File: src/sv/gpta_pkg.sv
package gpta_pkg;

   localparam int COORD_W   = 12;
   localparam int DIST_W    = 13;
   localparam int WIN_REG_W = 5;
   localparam int CSR_IDX_W = 1;
   localparam int CSR_DAT_W = 13;
   localparam int REQ_DAT_W = 24;
   localparam int RSP_DAT_W = 32;

   localparam logic [DIST_W-1:0]    ANCHOR_SLACK     = 13'd5;
   localparam logic [DIST_W-1:0]    MAX_DIST_RESET   = 13'd20;
   localparam logic [WIN_REG_W-1:0] AVG_WINDOW_RESET = 5'd4;

   localparam logic [CSR_IDX_W-1:0] REG_MAX_DIST   = 1'b0;
   localparam logic [CSR_IDX_W-1:0] REG_AVG_WINDOW = 1'b1;

   typedef enum logic [4:0] {
      ST_IDLE   = 5'b00001,
      ST_UPDATE = 5'b00010,
      ST_SUM    = 5'b00100,
      ST_DIV    = 5'b01000,
      ST_DONE   = 5'b10000
   } state_type;

   typedef struct packed {
      logic                wr_en;
      logic                rd_en;
   } mem_ctl_type;

endpackage

File: src/sv/gated_point_tracker_average.sv
// When fewer points than the window are stored, the result is the last accepted point;
// otherwise it is the mean of the last W stored points for a window of W points.
// One item at a time: the next input transaction is taken only after the last result
// has entered the response register, which waits while a previous result is unaccepted.
// The mean comes from a walk over the history memory (one read per point) and a 12-step divider.
// Reset is synchronous and active high; it clears the track, the ring pointers and the
// registers to their defaults. History entries are not cleared.
module gated_point_tracker_average #(
   parameter int HISTORY_DEPTH = 16
) (
   input  logic                                clock,
   input  logic                                reset,
   // tdata: point_x [11:0], point_y [23:12]
   input  logic                                req_tvalid,
   output logic                                req_tready,
   input  logic [gpta_pkg::REQ_DAT_W-1:0]      req_tdata,
   // tdata: accepted [0], anchor_reset [1], smooth_x [13:2], smooth_y [25:14], zeros above
   output logic                                rsp_tvalid,
   input  logic                                rsp_tready,
   output logic [gpta_pkg::RSP_DAT_W-1:0]      rsp_tdata,
   input  logic                                csr_valid,
   output logic                                csr_ready,
   input  logic [gpta_pkg::CSR_IDX_W-1:0]      csr_index,
   input  logic [gpta_pkg::CSR_DAT_W-1:0]      csr_data
);

   localparam int CW     = gpta_pkg::COORD_W;
   localparam int DW     = gpta_pkg::DIST_W;
   localparam int SLOT_W = (HISTORY_DEPTH > 1) ? $clog2(HISTORY_DEPTH) : 1;
   localparam int CNT_W  = $clog2(HISTORY_DEPTH + 1);
   localparam int SUM_W  = CW + CNT_W;

   gpta_pkg::state_type state_ff, state_in;

   logic [DW-1:0]                    max_dist_ff;
   logic [gpta_pkg::WIN_REG_W-1:0]   avg_window_ff;

   logic              has_point_ff, has_point_in;
   logic [CW-1:0]     last_x_ff, last_x_in, last_y_ff, last_y_in;
   logic [CW-1:0]     anchor_x_ff, anchor_x_in, anchor_y_ff, anchor_y_in;
   logic [SLOT_W-1:0] slot_ff, slot_in;
   logic [CNT_W-1:0]  count_ff, count_in;
   logic [CNT_W-1:0]  win_ff, win_in;
   logic [SLOT_W-1:0] rd_slot_ff, rd_slot_in;
   logic [CNT_W-1:0]  issue_left_ff, issue_left_in;
   logic              rd_pend_ff, rd_pend_in;
   logic [SUM_W-1:0]  sum_x_ff, sum_x_in, sum_y_ff, sum_y_in;
   logic [CW-1:0]     pt_x_ff, pt_x_in, pt_y_ff, pt_y_in;
   logic              acc_ff, acc_in, anc_ff, anc_in;
   logic [CW-1:0]     res_x_ff, res_x_in, res_y_ff, res_y_in;
   logic              rsp_valid_ff, rsp_valid_in;
   logic [gpta_pkg::RSP_DAT_W-1:0] rsp_data_ff, rsp_data_in;

   logic [CW-1:0]     req_x, req_y;
   logic [CW-1:0]     dlx, dly, dax, day;
   logic [DW-1:0]     dist_last, dist_anchor;
   logic [CNT_W-1:0]  win_calc;
   logic              req_fire;
   logic              div_start, div_done_x, div_done_y;
   logic [CW-1:0]     quot_x, quot_y;
   logic [2*CW-1:0]   rd_data;
   gpta_pkg::mem_ctl_type mem_ctl;

   assign req_x    = req_tdata[CW-1:0];
   assign req_y    = req_tdata[2*CW-1:CW];
   assign req_fire = req_tvalid && req_tready;

   assign dlx = (req_x > last_x_ff) ? req_x - last_x_ff : last_x_ff - req_x;
   assign dly = (req_y > last_y_ff) ? req_y - last_y_ff : last_y_ff - req_y;
   assign dax = (req_x > anchor_x_ff) ? req_x - anchor_x_ff : anchor_x_ff - req_x;
   assign day = (req_y > anchor_y_ff) ? req_y - anchor_y_ff : anchor_y_ff - req_y;
   assign dist_last   = DW'(dlx) + DW'(dly);
   assign dist_anchor = DW'(dax) + DW'(day);

   always_comb begin
      if (avg_window_ff == '0) begin
         win_calc = CNT_W'(1);
      end else if (32'(avg_window_ff) > 32'(HISTORY_DEPTH)) begin
         win_calc = CNT_W'(HISTORY_DEPTH);
      end else begin
         win_calc = CNT_W'(avg_window_ff);
      end
   end

   always_ff @(posedge clock) begin
      if (reset) begin
         max_dist_ff   <= gpta_pkg::MAX_DIST_RESET;
         avg_window_ff <= gpta_pkg::AVG_WINDOW_RESET;
      end else if (csr_valid) begin
         unique case (csr_index)
            gpta_pkg::REG_MAX_DIST:   max_dist_ff   <= csr_data;
            gpta_pkg::REG_AVG_WINDOW: avg_window_ff <= csr_data[gpta_pkg::WIN_REG_W-1:0];
            default: ;
         endcase
      end
   end

   assign csr_ready = 1'b1;

   always_comb begin
      state_in      = state_ff;
      has_point_in  = has_point_ff;
      last_x_in     = last_x_ff;
      last_y_in     = last_y_ff;
      anchor_x_in   = anchor_x_ff;
      anchor_y_in   = anchor_y_ff;
      slot_in       = slot_ff;
      count_in      = count_ff;
      win_in        = win_ff;
      rd_slot_in    = rd_slot_ff;
      issue_left_in = issue_left_ff;
      rd_pend_in    = 1'b0;
      sum_x_in      = sum_x_ff;
      sum_y_in      = sum_y_ff;
      pt_x_in       = pt_x_ff;
      pt_y_in       = pt_y_ff;
      acc_in        = acc_ff;
      anc_in        = anc_ff;
      res_x_in      = res_x_ff;
      res_y_in      = res_y_ff;
      rsp_valid_in  = rsp_valid_ff && !rsp_tready;
      rsp_data_in   = rsp_data_ff;
      mem_ctl       = '0;
      div_start     = 1'b0;

      unique case (state_ff)
         gpta_pkg::ST_IDLE: begin
            if (req_fire) begin
               pt_x_in  = req_x;
               pt_y_in  = req_y;
               if (!has_point_ff) begin
                  acc_in = 1'b1;
                  anc_in = 1'b1;
               end else begin
                  acc_in = (dist_last < max_dist_ff);
                  anc_in = (dist_last < max_dist_ff) && (dist_anchor > gpta_pkg::ANCHOR_SLACK);
               end
               state_in = gpta_pkg::ST_UPDATE;
            end
         end
         gpta_pkg::ST_UPDATE: begin
            win_in = win_calc;
            if (acc_ff) begin
               mem_ctl.wr_en = 1'b1;
               has_point_in  = 1'b1;
               last_x_in     = pt_x_ff;
               last_y_in     = pt_y_ff;
               slot_in = (slot_ff == SLOT_W'(HISTORY_DEPTH - 1)) ? '0 : slot_ff + SLOT_W'(1);
               if (count_ff != CNT_W'(HISTORY_DEPTH)) begin
                  count_in = count_ff + CNT_W'(1);
               end
               if (anc_ff) begin
                  anchor_x_in = pt_x_ff;
                  anchor_y_in = pt_y_ff;
               end
            end
            if (count_in < win_calc) begin
               res_x_in = last_x_in;
               res_y_in = last_y_in;
               state_in = gpta_pkg::ST_DONE;
            end else begin
               rd_slot_in    = (slot_in == '0) ? SLOT_W'(HISTORY_DEPTH - 1) : slot_in - SLOT_W'(1);
               issue_left_in = win_calc;
               sum_x_in      = '0;
               sum_y_in      = '0;
               state_in      = gpta_pkg::ST_SUM;
            end
         end
         gpta_pkg::ST_SUM: begin
            if (issue_left_ff != '0) begin
               mem_ctl.rd_en = 1'b1;
               rd_pend_in    = 1'b1;
               issue_left_in = issue_left_ff - CNT_W'(1);
               rd_slot_in    = (rd_slot_ff == '0) ? SLOT_W'(HISTORY_DEPTH - 1)
                                                  : rd_slot_ff - SLOT_W'(1);
            end
            if (rd_pend_ff) begin
               sum_x_in = sum_x_ff + SUM_W'(rd_data[CW-1:0]);
               sum_y_in = sum_y_ff + SUM_W'(rd_data[2*CW-1:CW]);
            end
            if (issue_left_ff == '0 && !rd_pend_ff) begin
               div_start = 1'b1;
               state_in  = gpta_pkg::ST_DIV;
            end
         end
         gpta_pkg::ST_DIV: begin
            if (div_done_x) begin
               res_x_in = quot_x;
               res_y_in = quot_y;
               state_in = gpta_pkg::ST_DONE;
            end
         end
         gpta_pkg::ST_DONE: begin
            if (!rsp_valid_ff || rsp_tready) begin
               rsp_valid_in = 1'b1;
               rsp_data_in  = {6'b0, res_y_ff, res_x_ff, anc_ff, acc_ff};
               state_in     = gpta_pkg::ST_IDLE;
            end
         end
         default: state_in = gpta_pkg::ST_IDLE;
      endcase
   end

   always_ff @(posedge clock) begin
      if (reset) begin
         state_ff      <= gpta_pkg::ST_IDLE;
         has_point_ff  <= 1'b0;
         last_x_ff     <= '0;
         last_y_ff     <= '0;
         anchor_x_ff   <= '0;
         anchor_y_ff   <= '0;
         slot_ff       <= '0;
         count_ff      <= '0;
         issue_left_ff <= '0;
         rd_pend_ff    <= 1'b0;
         rsp_valid_ff  <= 1'b0;
      end else begin
         state_ff      <= state_in;
         has_point_ff  <= has_point_in;
         last_x_ff     <= last_x_in;
         last_y_ff     <= last_y_in;
         anchor_x_ff   <= anchor_x_in;
         anchor_y_ff   <= anchor_y_in;
         slot_ff       <= slot_in;
         count_ff      <= count_in;
         issue_left_ff <= issue_left_in;
         rd_pend_ff    <= rd_pend_in;
         rsp_valid_ff  <= rsp_valid_in;
      end
      win_ff      <= win_in;
      rd_slot_ff  <= rd_slot_in;
      sum_x_ff    <= sum_x_in;
      sum_y_ff    <= sum_y_in;
      pt_x_ff     <= pt_x_in;
      pt_y_ff     <= pt_y_in;
      acc_ff      <= acc_in;
      anc_ff      <= anc_in;
      res_x_ff    <= res_x_in;
      res_y_ff    <= res_y_in;
      rsp_data_ff <= rsp_data_in;
   end

   gpta_hist_mem #(
      .DEPTH  (HISTORY_DEPTH),
      .ADDR_W (SLOT_W),
      .DATA_W (2 * CW)
   ) u_hist_mem (
      .clock   (clock),
      .ctl     (mem_ctl),
      .wr_addr (slot_ff),
      .wr_data ({pt_y_ff, pt_x_ff}),
      .rd_addr (rd_slot_ff),
      .rd_data (rd_data)
   );

   gpta_div #(
      .SUM_W (SUM_W),
      .DIV_W (CNT_W)
   ) u_div_x (
      .clock    (clock),
      .reset    (reset),
      .start    (div_start),
      .dividend (sum_x_ff),
      .divisor  (win_ff),
      .done     (div_done_x),
      .quotient (quot_x)
   );

   gpta_div #(
      .SUM_W (SUM_W),
      .DIV_W (CNT_W)
   ) u_div_y (
      .clock    (clock),
      .reset    (reset),
      .start    (div_start),
      .dividend (sum_y_ff),
      .divisor  (win_ff),
      .done     (div_done_y),
      .quotient (quot_y)
   );

   assign req_tready = (state_ff == gpta_pkg::ST_IDLE);
   assign rsp_tvalid = rsp_valid_ff;
   assign rsp_tdata  = rsp_data_ff;

   a_count_bounded: assert property (@(posedge clock) disable iff (reset)
      32'(count_ff) <= 32'(HISTORY_DEPTH))
      else $error("history fill count exceeds the ring depth");

   a_no_overwrite: assert property (@(posedge clock) disable iff (reset)
      (state_ff == gpta_pkg::ST_DONE && rsp_valid_ff && !rsp_tready)
      |=> (state_ff == gpta_pkg::ST_DONE))
      else $error("pending result would be overwritten");

   a_anchor_needs_accept: assert property (@(posedge clock) disable iff (reset)
      rsp_valid_ff |-> !(rsp_data_ff[1] && !rsp_data_ff[0]))
      else $error("anchor moved on a rejected point");

   a_div_in_phase: assert property (@(posedge clock) disable iff (reset)
      (div_done_x || div_done_y) |-> (div_done_x == div_done_y && state_ff == gpta_pkg::ST_DIV))
      else $error("divider finished outside the divide phase");

   a_walk_no_write: assert property (@(posedge clock) disable iff (reset)
      mem_ctl.rd_en |-> !mem_ctl.wr_en && state_ff == gpta_pkg::ST_SUM)
      else $error("history read overlaps a write");

endmodule

File: src/sv/gpta_hist_mem.sv
module gpta_hist_mem #(
   parameter int DEPTH  = 16,
   parameter int ADDR_W = 4,
   parameter int DATA_W = 24
) (
   input  logic                 clock,
   input  gpta_pkg::mem_ctl_type ctl,
   input  logic [ADDR_W-1:0]    wr_addr,
   input  logic [DATA_W-1:0]    wr_data,
   input  logic [ADDR_W-1:0]    rd_addr,
   output logic [DATA_W-1:0]    rd_data
);

   logic [DATA_W-1:0] mem [DEPTH];
   logic [DATA_W-1:0] rd_data_ff;

   always_ff @(posedge clock) begin
      if (ctl.wr_en) begin
         mem[wr_addr] <= wr_data;
      end
      if (ctl.rd_en) begin
         rd_data_ff <= mem[rd_addr];
      end
   end

   assign rd_data = rd_data_ff;

endmodule

File: src/sv/gpta_div.sv
module gpta_div #(
   parameter int SUM_W = 17,
   parameter int DIV_W = 5
) (
   input  logic                           clock,
   input  logic                           reset,
   input  logic                           start,
   input  logic [SUM_W-1:0]               dividend,
   input  logic [DIV_W-1:0]               divisor,
   output logic                           done,
   output logic [gpta_pkg::COORD_W-1:0]   quotient
);

   localparam int QW     = gpta_pkg::COORD_W;
   localparam int STEP_W = $clog2(QW);

   logic              busy_ff, busy_in;
   logic              done_ff, done_in;
   logic [STEP_W-1:0] cnt_ff, cnt_in;
   logic [SUM_W-1:0]  rem_ff, rem_in;
   logic [SUM_W-1:0]  dv_ff, dv_in;
   logic [QW-1:0]     q_ff, q_in;
   logic              ge;

   assign ge = (rem_ff >= dv_ff);

   always_comb begin
      busy_in = busy_ff;
      done_in = 1'b0;
      cnt_in  = cnt_ff;
      rem_in  = rem_ff;
      dv_in   = dv_ff;
      q_in    = q_ff;
      if (start) begin
         busy_in = 1'b1;
         cnt_in  = STEP_W'(QW - 1);
         rem_in  = dividend;
         dv_in   = SUM_W'(divisor) << (QW - 1);
      end else if (busy_ff) begin
         if (ge) begin
            rem_in = rem_ff - dv_ff;
         end
         q_in  = {q_ff[QW-2:0], ge};
         dv_in = dv_ff >> 1;
         cnt_in = cnt_ff - STEP_W'(1);
         if (cnt_ff == '0) begin
            busy_in = 1'b0;
            done_in = 1'b1;
         end
      end
   end

   always_ff @(posedge clock) begin
      if (reset) begin
         busy_ff <= 1'b0;
         done_ff <= 1'b0;
         cnt_ff  <= '0;
      end else begin
         busy_ff <= busy_in;
         done_ff <= done_in;
         cnt_ff  <= cnt_in;
      end
      rem_ff <= rem_in;
      dv_ff  <= dv_in;
      q_ff   <= q_in;
   end

   assign done     = done_ff;
   assign quotient = q_ff;

endmodule

File: config.mk
export PLATFORM = sky130hd
export DESIGN_NAME = gated_point_tracker_average
export DESIGN_NICKNAME = d
export VERILOG_FILES = /design/src/sv/gpta_pkg.sv /design/src/sv/gated_point_tracker_average.sv /design/src/sv/gpta_hist_mem.sv /design/src/sv/gpta_div.sv
export SDC_FILE = /design/constraint.sdc
export NUM_CORES = 1
export LEC_CHECK = 0
export BUFFER_PORTS_ARGS = -buffer_cell sky130_fd_sc_hd__buf_4
export CORE_MARGIN = 2
export CORE_UTILIZATION = 35
export CTS_BUF_LIST = sky130_fd_sc_hd__clkbuf_16
export DETAILED_ROUTE_END_ITERATION = 8
export GPL_ROUTABILITY_DRIVEN = 0
export HOLD_SLACK_MARGIN = 0.08
export PLACE_DENSITY = 0.6
export SYNTH_ARGS = -nofsm -noshare
export SYNTH_HDL_FRONTEND = slang
export SYNTH_SLANG_ARGS = --single-unit
File: constraint.sdc
create_clock -name clock -period 13.4 [get_ports clock]
set_clock_uncertainty 0.15 [all_clocks]
set_input_delay 0 -clock clock [delete_from_list [all_inputs] [get_ports clock]]
set_output_delay 0 -clock clock [all_outputs]
set_load 0.02 [all_outputs]
# Word-level counts from Yosys, hierarchy flattened
# Memory sizes are Yosys's and may differ from the RTL's. A register that Yosys moved wholly into a read port is not among the register bits.
# Cells that the tools add are included.
totals:
  output_inout_bits: 35
  word_cells: 196
  mem_count: 1
  reg_bits: 308
  mem_bits_rw: 384
  input_bits: 43
classes:
  eq_ne: 15
  add_sub_neg: 21
  bitwise: 3
  n_mux: 70
  magnitude_cmp: 10
  reduce_logical: 37
mem_list:
  columns: ["memory", "words", "word_bits", "read_ports", "rd_clocked_by_memory_dff", "wr", "line_no", "source"]
  rows:
  - ["u_hist_mem.mem", 16, 24, 1, 1, 1, "gpta_hist_mem.sv:14", "logic [DATA_W-1:0] mem [DEPTH];"]
op_table:
  columns: ["operator", "count"]
  rows:
  - ["$mux 17", 9]
  - ["$mux 12", 10]
  - ["$sub 12x12->12", 8]
  - ["$pmux 17 s2", 2]
  - ["$mux 16", 4]
  - ["$mux 5", 12]
  - ["$gt 12x12->1", 4]
  - ["$pmux 12 s2", 2]
  - ["$mux 4", 11]
  - ["$add 17x12->17", 2]
  - ["$ge 17x16->1", 2]
  - ["$sub 17x16->17", 2]
  - ["$add 12x12->13", 2]
  - ["$pmux 5 s5", 1]
  - ["$reduce_and 2->1", 9]
  - ["$mux 1", 17]
  - ["$logic_not 4->1", 4]
  - ["$sub 4x1->4 const B", 4]
  - ["$gt 13x3->1 const B", 1]
  - ["$lt 13x13->1", 1]
  - ["$ne 2x2->1 const B", 6]
  - ["$reduce_and 3->1", 4]
  - ["$reduce_bool 2->1", 6]
  - ["$logic_not 5->1", 2]
  - ["other kinds (23)", 31]

# Logic depth before layout (Yosys ltp)
# Gate-level depths: netlist of the first run.
depth:
  ltp_word: 8
  mapped_depth: 30
  depth_no_buf: 28

# Hierarchy
# Synthesis of the first run repeated with hierarchy kept, for this count alone.
unflattened:
  hier_cells: 2855
  hier_area_um2: 35679.2
by_module_without_submodules:
  columns: ["module", "seq_area_each_um2", "cells_each", "area_each_um2", "n_inst"]
  rows:
  - ["gpta_hist_mem", 12251.8, 636, 15170.8, 1]
  - ["gated_point_tracker_average", 5335.1, 1653, 14828.0, 1]
  - ["gpta_div at u_div_y", 1361.3, 282, 2845.2, 1]
  - ["gpta_div at u_div_x", 1361.3, 284, 2835.2, 1]

# Least setup slack after synthesis of the first run
# OpenSTA, ideal clock, no wires.
synth_timing:
  path_kind: "flip-flop to flip-flop"
  from: "register last_x_ff[0]"
  to: "register anc_ff, data pin"
  t_arrival_ns: 4.843
  path_stages_with_launch: 28
  n_path_buf: 2
  required_ns: 13.098
  setup_ns: 0.152
  slack_ns: 8.255
  period_less_slack_ns: 5.145
  cell_sequence: "dfxtp_1 > ha_1 > inv_1 > fa_1 > a21o_1 > a21o_1 > a221oi_2 > o21ai_1 > o31a_1 > buf_2 > buf_6 > mux2_2 > ha_1 > a21o_1 > a21oi_1 > o21ai_0 > a31oi_1 > nor2b_1 > o21a_1 > o41ai_1 > xnor2_1 > ha_1 > nor2b_1 > o21ai_0 > nand2b_1 > a21oi_1 > nand2_1 > a31oi_1"
synth_via:
  elab_chain_len: 5
  word_cells_on_any_way: 7
  classes_between: "add/sub (3); order compare (2); mux (1); reduce/logical (1)"
synth_rtl:
  columns: ["item", "line_no", "source"]
  rows:
  - ["from (decl)", "gated_point_tracker_average.sv:39", "logic [CW-1:0] last_x_ff, last_x_in, last_y_ff, last_y_in;"]
  - ["from (signal assigned)", "gated_point_tracker_average.sv:220", "last_x_ff <= last_x_in;"]
  - ["$sub 12x12->12 / $gt 12x12->1 (equally long branches)", "gated_point_tracker_average.sv:68", "assign dlx = (req_x > last_x_ff) ? req_x - last_x_ff : last_x_ff - req_x;"]
  - ["$mux 12 *", "gated_point_tracker_average.sv:68", null]
  - ["$add 12x12->13 *", "gated_point_tracker_average.sv:72", "assign dist_last = DW'(dlx) + DW'(dly);"]
  - ["$lt 13x13->1 *", "gated_point_tracker_average.sv:136", "anc_in = (dist_last < max_dist_ff) && (dist_anchor > gpta_pkg::ANCHOR_SLACK);"]
  - ["$logic_and 1x1->1 *", "gated_point_tracker_average.sv:136", null]
  - ["to (signal assigned)", "gated_point_tracker_average.sv:237", "anc_ff <= anc_in;"]
  - ["to (decl)", "gated_point_tracker_average.sv:49", "logic acc_ff, acc_in, anc_ff, anc_in;"]
# Every way passes the cells marked *; elsewhere a longest branch is shown, timed or not.
# A chain may end at the register's enable or synchronous reset.

# Final worst setup path of the first run
# Ends and elaborated chain as after synthesis.

==> impl_results.md, run 1 <==
- Status: completed
- Placed Cells: about 4,000
- DIE HEIGHT: 322 um
- Global route hottest layer: met2
- WS Path Type: reg -> reg
- Synth warn: 0
- Number of global-route vias before repair: roughly 22,000
- First-pass DRT Iterations: 6
- Leak pwr: ~15 nW
- Die area: a little over 100,000 um2
- WL final: ~87 mm
- DRC Markers: 0
- Layout net count: about 3,200
- Setup tns final: 0 ns
- Total of max-cap violations: 0
- Fin crit period: 5.82 ns
- Met3 Use GR: roughly 2.3%
- Asr flop ratio synth: 0%
- Met2 usage: a little over a quarter
- PortBufs: 70
- Max IR drop VDD: approximately 100 uV
- Reg2reg setup slack: about 7.6 ns
- Core Region: about 100,000 um2
- Period utilization: 43.4%
- Clock latency on the worst-skew pair: roughly 0.63 ns
- Hold crit path type: in -> reg
- Rel. slew slack: ~28%
- Cell area after synthesis: around 35,000 um2
- H-tree levels: 3
- Fin. Hold Viols: 0
- Reg clk slew, reported paths: ~0.060 ns
- WL/cell: between 20 and 25 um
- Placed cell area: between 30,000 and 40,000 um2
- All-layer global routing usage: about 17%
- Sink Count: 716
- Finished Layout Cells: ~4,300
- Cts repair resizes: 0
- CTS Root Cell: clkbuf_16
- IO Pins: between 70 and 80
- Number of setup violations in the final report: 0
- Cts bufs inserted: 76
- Iter 0 DRT Violations: 1,974
- Antenna violations before repair: 2
- First-pass GRT wire length: around 130 mm
- Row count: about 120
- Startpoint types: flop
- Die width: around 320 um
- EDFF count, synth: 595
- DRT antenna net count: 0
- Yosys cell types: 88
- Flops & latches, synth: approximately 720
- CTS tree: built
- CP required: approximately 14 ns
- Most used flip-flop cell after synthesis: edfxtp_1
- Vias per inst: ~5.2
- Syn Inst Count: 2,769
- Worst-path maximum fanout: 17
- Synthesized area per cell: 12.8 um2
- Antenna cell count: 0
- Initial Util: between 30% and 40%
- Element type at the critical path end: flop
- HPWL after DPL: 56.1 mm
- Crit path arrival time: 6.15 ns
- Layout cells sized above 1: around 12%
- Met1 usage: between 20% and 30%
- Power Dens Cells: between 150 and 200 nW/um2
- Measured slew at the worst slew-check pin: 1.09 ns
- Max Buffers Root-to-Sink: 3
- Slew Viols, Final: 0
- Largest net degree at the start of global routing: 100
- Routed vias: ~23,000
- Layout area overhead: 15.5%
- Post-route setup slack: roughly 7.6 ns
- Grt total ovfl: 0
- Place WS: 7.65 ns
- Final instance area: 40,900 um2
- Fmax: roughly 170 MHz
- Post-synthesis sequential area ratio: a little under three fifths
- RSZ-0062 raised after global routing: no
## routing by layer
metal | routed length [um] | up-vias
met1 | 40300 | 11100
li1 | - | 10600
met5 | 0 | -
met3 | 4680 | 130
met2 | 40400 | 654
met4 | 1810 | 0
## sequential cells by signal, indices dropped and copies added (netlist names), 13 cells and up
name                flops
u_div_x.dv_ff          16
u_div_y.rem_ff         17
max_dist_ff            13
u_div_y.dv_ff          16
u_div_x.rem_ff         17
u_hist_mem.rd_data     24
u_hist_mem.mem        384
sum_x_ff               17
rsp_tdata              26
sum_y_ff               17
## worst max-delay path, cell delays in order (launching register included)
cell and delay [ns]:
dfxtp_1 0.38, ha_1 0.16, inv_1 0.05, fa_1 0.38
a21o_1 0.17, a21o_1 0.21, a221oi_2 0.34, o21ai_1 0.10
o31a_1 0.36, mux2_2 0.40, ha_1 0.30, a21o_1 0.18
a21oi_1 0.23, o21ai_0 0.11, a31oi_1 0.29, nor2b_1 0.08
o21a_1 0.19, o41ai_1 0.31, xnor2_1 0.17, ha_1 0.25
nor2b_1 0.13, o21ai_0 0.14, nand2b_1 0.07, a21oi_1 0.14
nand2_1 0.16, a31oi_1 0.18
## layout make-up
class                           count  area (um2)
Tap cell                         1298        1620
Inverter                          196         736
Timing Repair Buffer              216        1900
Clock inverter                     61         543
Clock buffer                       76        1900
Fill cell                        9277       59300
Multi-Input combinational cell   1743       13900
Sequential cell                   716       20300
## synth_stat cells (all sizes together) (7+ instances only)
cell type / instances / area share [%]
a211o: 8 / 0.20
a22o: 9 / 0.22
nor2: 155 / 1.6
buf: 55 / 0.86
nand2b: 19 / 0.34
and2: 35 / 0.62
nor2b: 30 / 0.53
nand2: 255 / 2.7
mux2: 9 / 0.30
fa: 14 / 0.79
mux2i: 74 / 2.1
or3: 13 / 0.23
edfxtp: 595 / 50
inv: 196 / 2.1
a21oi: 214 / 3.0
nand4: 15 / 0.27
a31oi: 12 / 0.21
a21o: 58 / 1.2
ha: 201 / 7.1
o21bai: 14 / 0.30
o21ai: 126 / 1.8
dfxtp: 121 / 6.8
o21a: 16 / 0.34
xnor2: 65 / 1.6
o211ai: 11 / 0.25
mux4: 120 / 7.6
nand3: 32 / 0.45
clkbuf: 64 / 0.69
or2: 7 / 0.12
a211oi: 27 / 0.59
a221oi: 10 / 0.32
and3: 15 / 0.27
xor2: 40 / 0.99
nor3b: 8 / 0.17
nor3: 48 / 0.69
## per-stage QoR
| stage | utilization [%] | power (mW) | hold WS [ns] |
|---|---|---|---|
| after floorplan | - | 3.75 | -0.0511 |
| after global placement | 37.3 | 4.18 | 0.0623 |
| after detailed placement | 37.3 | 4.19 | 0.0696 |
| after CTS | 40.8 | 6.28 | 0.0804 |
| after global routing | 40.8 | 6.55 | 0.117 |
| final | 40.8 | 6.25 | 0.113 |
## cells by family after synthesis
logic type,synth area share (%)
XOR/XNOR,2.60
AO/OA/AOI/OAI,9.83
flip-flops,57.3
adder cells (fa/ha/maj),7.90
other,0.0212
buffers and inverters,3.63
AND/OR/NAND/NOR,8.64
multiplexers,10.0
## layout by cell type, fill, tap and decap left out, types with 26 or more instances in the layout
master,instances
edfxtp_1,595
nor2b_1,29
a21oi_1,214
xnor2_1,65
o21ai_0,119
clkbuf_16,76
buf_4,107
nand3_1,32
inv_1,211
ha_1,201
xor2_1,40
nor3_1,46
dfxtp_1,121
nor2_1,155
and2_1,35
mux4_2,120
dlygate4sd3_1,108
nand2_1,252
mux2i_1,73
a21o_1,58
a211oi_1,26
## what timing repair did
| item | in CTS | in global routing |
|---|---|---|
| hold endpoints to repair | 126 | 0 |
| hold buffers | 108 | 0 |
| buffers inserted | 0 | 0 |
## worst paths after layout
check | depth (start not counted) | endpoint | start
setup / recovery | 25 | anc_ff | last_x_ff[0]
hold / removal | 4 | avg_window_ff[3] | csr_valid
setup reg to reg | 25 | anc_ff | last_x_ff[0]
hold reg to reg | 0 | rsp_tdata[14] | res_y_ff[0]
## power by group
group,switching [mW],internal (mW),total (mW)
Sequential,0.171,2.63,2.80
Clock,0.899,1.16,2.06
Combinational,0.816,0.572,1.39
(Power assumes the default switching activity.)
==> inputs of run 2 (changes only) <==
--- a/config.mk
+++ b/config.mk
@@ -12,7 +12,7 @@
 export DETAILED_ROUTE_END_ITERATION = 8
 export GPL_ROUTABILITY_DRIVEN = 0
 export HOLD_SLACK_MARGIN = 0.08
-export PLACE_DENSITY = 0.6
+export PLACE_DENSITY = 0.61
 export SYNTH_ARGS = -nofsm -noshare
 export SYNTH_HDL_FRONTEND = slang
 export SYNTH_SLANG_ARGS = --single-unit
==> constraint.sdc (replaced) <==
create_clock -name clock -period 4.8 [get_ports clock]
set_clock_uncertainty 0.15 [all_clocks]
set_input_delay 0 -clock clock [delete_from_list [all_inputs] [get_ports clock]]
set_output_delay 0 -clock clock [all_outputs]
set_load 0.02 [all_outputs]
==> run 2 against run 1 <==
Effect of this change:
- the run now ends with negative setup slack left
- via count rose by 1.9%
- register-to-register slack got worse by 7.9 ns
- combinational power rose to 3.2 times the previous value
- sequential share of layout area fell by 1.8 points
- non-clock buffer count rose by 192
- die area did not move
- core utilization rose by 1.5 points
- critical path type unchanged
- highest routed layer unchanged
==> impl_results.md, run 2 (synthesis gave the netlist of run 1 again) <==
- Cts bufs inserted: 75 (-1.3%)
- PortBufs: 70 (unchanged)
- Layout cells sized above 1: 18.6% (+6.3 points)
- Leak pwr: 15.6 nW (+6.4%)
- Hold crit path type: in -> reg
- Part of the power in registers: 43.9% (-0.9 points)
- Startpoint types: flop
- CTS Root Cell: clkbuf_16
- Die area: 104,000 um2 (unchanged)
- Crit path arrival time: 5.42 ns (-0.73 ns)
- First-pass DRT Iterations: 5 (-1)
- Largest net degree at the start of global routing: 100 (unchanged)
- DIE HEIGHT: 322 um (unchanged)
- Worst setup path startpoint: last_x_ff[0]
- Grt total ovfl: 0 (unchanged)
- Antenna cell count: 0 (unchanged)
- Post-route setup slack: -0.309 ns (-7.89 ns)
- Initial Util: 35.3% (unchanged)
- Number of global-route vias before repair: 22,600 (+2.6%)
- Most frequent cells in the layout: 595 x edfxtp_1, 298 x buf_4, 252 x nand2_1
- Sink Count: 716 (unchanged)
- All-layer global routing usage: 16.7% (about the same)
- Most flops, register: u_hist_mem.mem
- Measured slew at the worst slew-check pin: 1.07 ns (-0.0118 ns)
- Net Sw Frac: 29.8% (-0.35 points)
- DRT antenna net count: 0 (unchanged)
- Max Buffers Root-to-Sink: 3 (unchanged)
- Reg clk slew, reported paths: 0.06 ns (about the same)
- Row count: 116 (unchanged)
- Rel. slew slack: 28.3% (+0.69 points)
- Period utilization: 106% (+63 points)
- Worst R2R Start: last_x_ff[0]
- Number of setup violations in the final report: 2 (+2)
- Fin. Hold Viols: 0 (unchanged)
- Total of max-cap violations: 0 (unchanged)
- Iter 0 DRT Violations: 1,786 (-9.5%)
- WS Path Type: reg -> reg
- Failing checks: negative setup slack
- Clock power frac: 31.0% (-2.0 points)
- Int Power: 12.5 mW (+190%)
- Worst-path maximum fanout: 6 (-11)
- Worst Hold Slack: 0.119 ns (+0.00592 ns)
- Antenna violations before repair: 1 (-1)
- Slew Viols, Final: 0 (unchanged)
- Vias per inst: 5.10 (-2.5%)
- RSZ-0062 raised after global routing: yes
- Layout net count: 3,398 (+6.0%)
- CTS tree: built
- HPWL after DPL: 58.4 mm (+4.1%)
- Fillers: 9,175 (-1.1%)
- Clock latency on the worst-skew pair: 0.63 ns (about the same)
- Die width: 322 um (unchanged)
- First-pass GRT wire length: 134 mm (+0.19%)
- Hold Crit Start: req_tdata[5]
- Placed cell area: 38,900 um2 (+4.2%)
- Routed vias: 22,900 (+1.9%)
- Final instance area: 42,400 um2 (+3.7%)
- Element type at the critical path end: flop
- Core Region: 100,000 um2 (unchanged)
- Power Dens Cells: 421 nW/um2 (+170%)
- Largest register FFs: 384 (unchanged)
- WL final: 87.2 mm (about the same)
- IO Pins: 78 (unchanged)
- Max IR drop VDD: 312 uV (+220%)
- H-tree levels: 3 (unchanged)
- WL/cell: 19.4 um (-4.2%)
- Layout area overhead: 19.7%
- CP required: 5.11 ns (-8.62 ns)
- DRC Markers: 0 (unchanged)
- Most common cell after layout, fill and taps aside: edfxtp_1
- Net Switching: 5.32 mW (+180%)
- Status: finished with violations
- Fin crit period: 5.11 ns (-0.710 ns)
- Gate power share: 25.1% (+2.9 points)
- Fmax: 196 MHz (+14%)
-- run 2: cell types whose count changed in the layout (fill, tap and decap cells not counted), moves of 4 or more --
| cell | before | now |
|---|---|---|
| buf_12 | 1 | 6 |
| buf_4 | 107 | 298 |
| clkinv_2 | 4 | 16 |
| dlygate4sd3_1 | 108 | 102 |
| ha_1 | 201 | 197 |
| inv_1 | 211 | 204 |
| o21ai_0 | 119 | 115 |
-- run 2: area by class of cell --
class	count	area [um2]	share of cell area [%]
flip-flops and latches	716	20300	47.9
multi-input cells	1743	14000	32.9
repair buffers	408	3400	8.03
clock buffers	75	1880	4.43
well taps	1298	1620	3.83
inverters	196	736	1.74
clock inverters	61	474	1.12
-- run 2: layer usage --
metal / vias to the layer above / wire [um] / share of wire [%] / global-route usage [%]
met3: 100 / 3940 / 4.5 / 1.94
met1: 11300 / 40600 / 47 / 23.6
met2: 497 / 41000 / 47 / 27.4
li1: 11000 / - / - / -
met5: - / 0 / 0 / 0
met4: 0 / 1600 / 1.8 / 4.30
-- run 2: power by group through the flow --
stage,clock network (mW),logic (mW),registers [mW]
global route,5.89,4.97,7.87
floorplan,0,2.81,7.70
detailed placement,0,4.26,7.95
global placement,0,4.24,7.93
finish,5.53,4.47,7.82
CTS,5.64,4.39,7.82
-- run 2: path summary, 6_finish.rpt --
kind	endpoint	slack, ns	cells past startpoint
hold reg to reg	rsp_tdata[13]	0.25	0
setup reg to reg	anc_ff	-0.31	24
setup / recovery	anc_ff	-0.31	24
hold / removal	pt_x_ff[5]	0.12	3
-- run 2: repair_timing --
item | in CTS | in global routing
hold endpoints to repair | 123 | 0
hold buffers | 102 | 0
resized for setup | 8 | 10
setup endpoints to repair | 2 | 2
gates cloned | 0 | 0
buffers inserted | 4 | 1
pin swaps | 16 | 9
-- run 2: critical path: stages, from the launching register on --
cell	delay, ns
dfxtp_2	0.36
ha_4	0.13
inv_2	0.04
fa_2	0.33
a21o_1	0.17
a21o_1	0.20
a221oi_2	0.27
o21ai_1	0.09
o31a_1	0.22
mux2_4	0.37
ha_4	0.23
a21o_1	0.18
a21oi_2	0.18
o21ai_1	0.09
a31oi_1	0.19
nor2b_1	0.07
o21a_1	0.20
o41ai_2	0.25
xnor2_1	0.18
ha_1	0.27
and4_1	0.16
and3_1	0.18
o211ai_1	0.09
nand2_1	0.12
a31oi_1	0.20
-- run 2: metrics by stage --
| stage | setup TNS [ns] | util (%) | total power [mW] | setup WS [ns] | cells |
|---|---|---|---|---|---|
| after floorplan | -0.106 | - | 10.5 | -0.0664 | 2774 |
| after global placement | -0.445 | 38.8 | 12.2 | -0.249 | 4254 |
| after detailed placement | -0.620 | 38.8 | 12.2 | -0.351 | 4254 |
| after CTS | -0.392 | 42.2 | 17.9 | -0.239 | 4496 |
| after global routing | -1.02 | 42.3 | 18.7 | -0.549 | 4497 |
| final | -0.533 | 42.3 | 17.8 | -0.309 | 4497 |
==> inputs of run 3 (changes only) <==
--- a/config.mk
+++ b/config.mk
@@ -5,7 +5,7 @@
 export SDC_FILE = /design/constraint.sdc
 export NUM_CORES = 1
 export LEC_CHECK = 0
-export BUFFER_PORTS_ARGS = -buffer_cell sky130_fd_sc_hd__buf_4
+export BUFFER_PORTS_ARGS = -buffer_cell sky130_fd_sc_hd__buf_2
 export CORE_MARGIN = 2
 export CORE_UTILIZATION = 35
 export CTS_BUF_LIST = sky130_fd_sc_hd__clkbuf_16
==> run 3 against run 2 <==
Effect of this change:
- the flow still finishes with violations (negative setup slack)
- via count increased by 1.3%
- sequential power about the same
- register-to-register slack worse by 0.08 ns
- fmax fell by 1.5%
- design area rose by 0.12%
- non-clock buffer count up 6
- total power is 2.6% higher
- largest power group unchanged
- critical path depth up 6
- critical endpoint unchanged
- final cell count rose by 0.24%
- hold slack improved by 0.0051 ns
- core utilization barely moved
- routed wire length is 1.7% higher
==> impl_results.md, run 3 (synthesis gave the netlist of run 1 again) <==
- Status: finished with violations
- Failing checks: negative setup slack
- Hold Crit Start: req_tdata[7]
- Net Sw Frac: 29.8% (-0.041 points)
- Total of max-cap violations: 0 (unchanged)
- IO Pins: 78 (unchanged)
- Clock power frac: 31.6% (+0.6 points)
- Hold crit path type: in -> reg
- Sink Count: 716 (unchanged)
- DRT antenna net count: 0 (unchanged)
- Post-route setup slack: -0.388 ns (-0.0785 ns)
- WL final: 88.6 mm (+1.7%)
- Slew Viols, Final: 0 (unchanged)
- Vias per inst: 5.15 (+1.1%)
- Core Region: 100,000 um2 (unchanged)
- Power Dens Cells: 431 nW/um2 (+2.5%)
- PortBufs: 70 (unchanged)
- CP most frequent cell: buf_4
- Number of setup violations in the final report: 2 (unchanged)
- Antenna violations before repair: 1 (unchanged)
- WL/cell: 19.7 um (+1.4%)
- HPWL after DPL: 59.3 mm (+1.5%)
- Initial Util: 35.3% (unchanged)
- Cts bufs inserted: 78 (+4.0%)
- Layout area overhead: 19.9%
- Net Switching: 5.45 mW (+2.5%)
- Startpoint types: flop
- Layout net count: 3,407 (+0.26%)
- Slowest CP cell: or3b_1
- Fin crit period: 5.19 ns (+0.0785 ns)
- Layout cells sized above 1: 19.1% (+0.53 points)
- Worst-path maximum fanout: 3 (-3)
- Max Buffers Root-to-Sink: 3 (unchanged)
- DIE HEIGHT: 322 um (unchanged)
- Reg2reg setup slack: -0.39 ns (-0.08 ns)
- Fillers: 9,139 (-0.39%)
- Int Power: 12.8 mW (+2.7%)
- Largest net degree at the start of global routing: 89 (-11%)
- Final Util: 42.3% (+0.049 points)
- Antenna cell count: 0 (unchanged)
- Die width: 322 um (unchanged)
- Fmax: 193 MHz (-1.5%)
- RSZ-0062 raised after global routing: yes
- Placed cell area: 38,700 um2 (-0.46%)
- Final instance area: 42,400 um2 (+0.12%)
- Reg clk slew, reported paths: 0.06 ns (about the same)
- Multi-input gate area: 14,000 um2 (+0.30%)
- Period utilization: 108% (+1.6 points)
- CP peak stage delay: 0.36 ns (about the same)
- Crit path arrival time: 5.49 ns (+0.07 ns)
- CP required: 5.11 ns (about the same)
- CTS tree: built
- Most common cell after layout, fill and taps aside: edfxtp_1
- All-layer global routing usage: 16.9% (+0.21 points)
- Leak pwr: 15.7 nW (+0.40%)
- Rel. slew slack: 29.5% (+1.2 points)
- Part of the power in registers: 42.8% (-1.1 points)
- Worst R2R Start: last_x_ff[0]
- Die area: 104,000 um2 (unchanged)
- Measured slew at the worst slew-check pin: 1.06 ns (-0.0180 ns)
- First-pass GRT wire length: 135 mm (+0.95%)
- WS Path Type: reg -> reg
- Fin. Hold Viols: 0 (unchanged)
- Gate power share: 25.6% (+0.5 points)
- CTS Root Cell: clkbuf_16
- Largest register FFs: 384 (unchanged)
- Place WS: -0.319 ns (+0.0320 ns)
- H-tree levels: 3 (unchanged)
- Clock latency on the worst-skew pair: 0.63 ns (about the same)
- Grt total ovfl: 0 (unchanged)
- Worst r2r dst: anc_ff
- Hold endpoint: pt_x_ff[7]
- Routed vias: 23,200 (+1.3%)
- Row count: 116 (unchanged)
- Worst reg2reg path depth: 30 (+25%)
- DRC Markers: 0 (unchanged)
- Number of global-route vias before repair: 22,900 (+1.3%)
- FF+latch area: 20,300 um2 (unchanged)
- Hold Crit Depth: 3 (unchanged)
- Max IR drop VDD: 250 uV (-20%)
- Element type at the critical path end: flop
- Iter 0 DRT Violations: 1,897 (+6.2%)
- Most frequent cells in the layout: 595 x edfxtp_1, 252 x nand2_1, 237 x buf_4
- Most flops, register: u_hist_mem.mem
- First-pass DRT Iterations: 5 (unchanged)
[run 3: changes by cell type in the layout (fill, tap and decap cells not counted), moves of 4 or more]
cell,before,now
clkinv_2,16,11
clkinv_1,21,16
dlygate4sd3_1,102,97
clkinvlp_4,1,5
buf_4,298,237
inv_1,204,211
buf_2,0,69
[run 3: stage by stage]
step | setup TNS (ns) | std cells | hold WS, ns | power (mW)
floorplan | -0.106 | 2774 | -0.0511 | 10.5
global placement | -0.417 | 4250 | 0.100 | 12.1
detailed placement | -0.579 | 4250 | 0.106 | 12.2
CTS | -0.448 | 4504 | 0.0826 | 18.2
global route | -1.19 | 4508 | 0.108 | 19.2
finish | -0.710 | 4508 | 0.124 | 18.3
[run 3: cell type report]
cell class | count | share of cell area, %
Timing Repair Buffer | 414 | 7.76
Tap cell | 1298 | 3.83
Clock inverter | 63 | 1.22
Multi-Input combinational cell | 1743 | 33.0
Inverter | 196 | 1.73
Sequential cell | 716 | 47.8
Clock buffer | 78 | 4.60
[run 3: power groups by stage]
stage	Clock [mW]	Sequential (mW)	Combinational [mW]
floorplan	0	7.70	2.81
global placement	0	7.93	4.21
detailed placement	0	7.95	4.23
CTS	5.88	7.82	4.48
global route	6.13	7.87	5.17
finish	5.77	7.83	4.68
[run 3: what timing repair did]
action                                 4_1_cts  5_1_grt
resized for setup                           10       17
setup endpoints to repair                    2        2
endpoints found under the hold margin      119        0
hold buffers                                97        0
pin swaps                                   17       28
buffers inserted                            16        4
[run 3: layer usage]
layer  part of all wire [%]  GRT usage [%]  vias up
met4                    2.7           4.90        0
met1                     44           23.3    11500
li1                       -              -    11000
met2                     46           27.3      638
met3                    6.6           3.13      140
met5                      0              0        -
[run 3: worst max path at each step]
stage	startpoint	end	slack, ns	depth (start not counted)
global route	last_x_ff[0]	anc_ff	-0.65	28
global placement	last_x_ff[0]	anc_ff	-0.24	26
floorplan	last_x_ff[0]	anc_ff	-0.07	26
detailed placement	last_x_ff[0]	anc_ff	-0.32	25
finish	last_x_ff[0]	anc_ff	-0.39	30
CTS	last_x_ff[0]	anc_ff	-0.27	28
[run 3: worst max-delay path: cells and delay by family, from the launching register on]
family / cells / cell delay, ns
AOI/OAI and AO/OA: 8 / 1.17
and+or+nand+nor: 6 / 1.15
buffers and inverters: 11 / 1.02
adders and majority gates: 4 / 1.01
DFF: 1 / 0.35
xor gates and xnor gates: 1 / 0.17
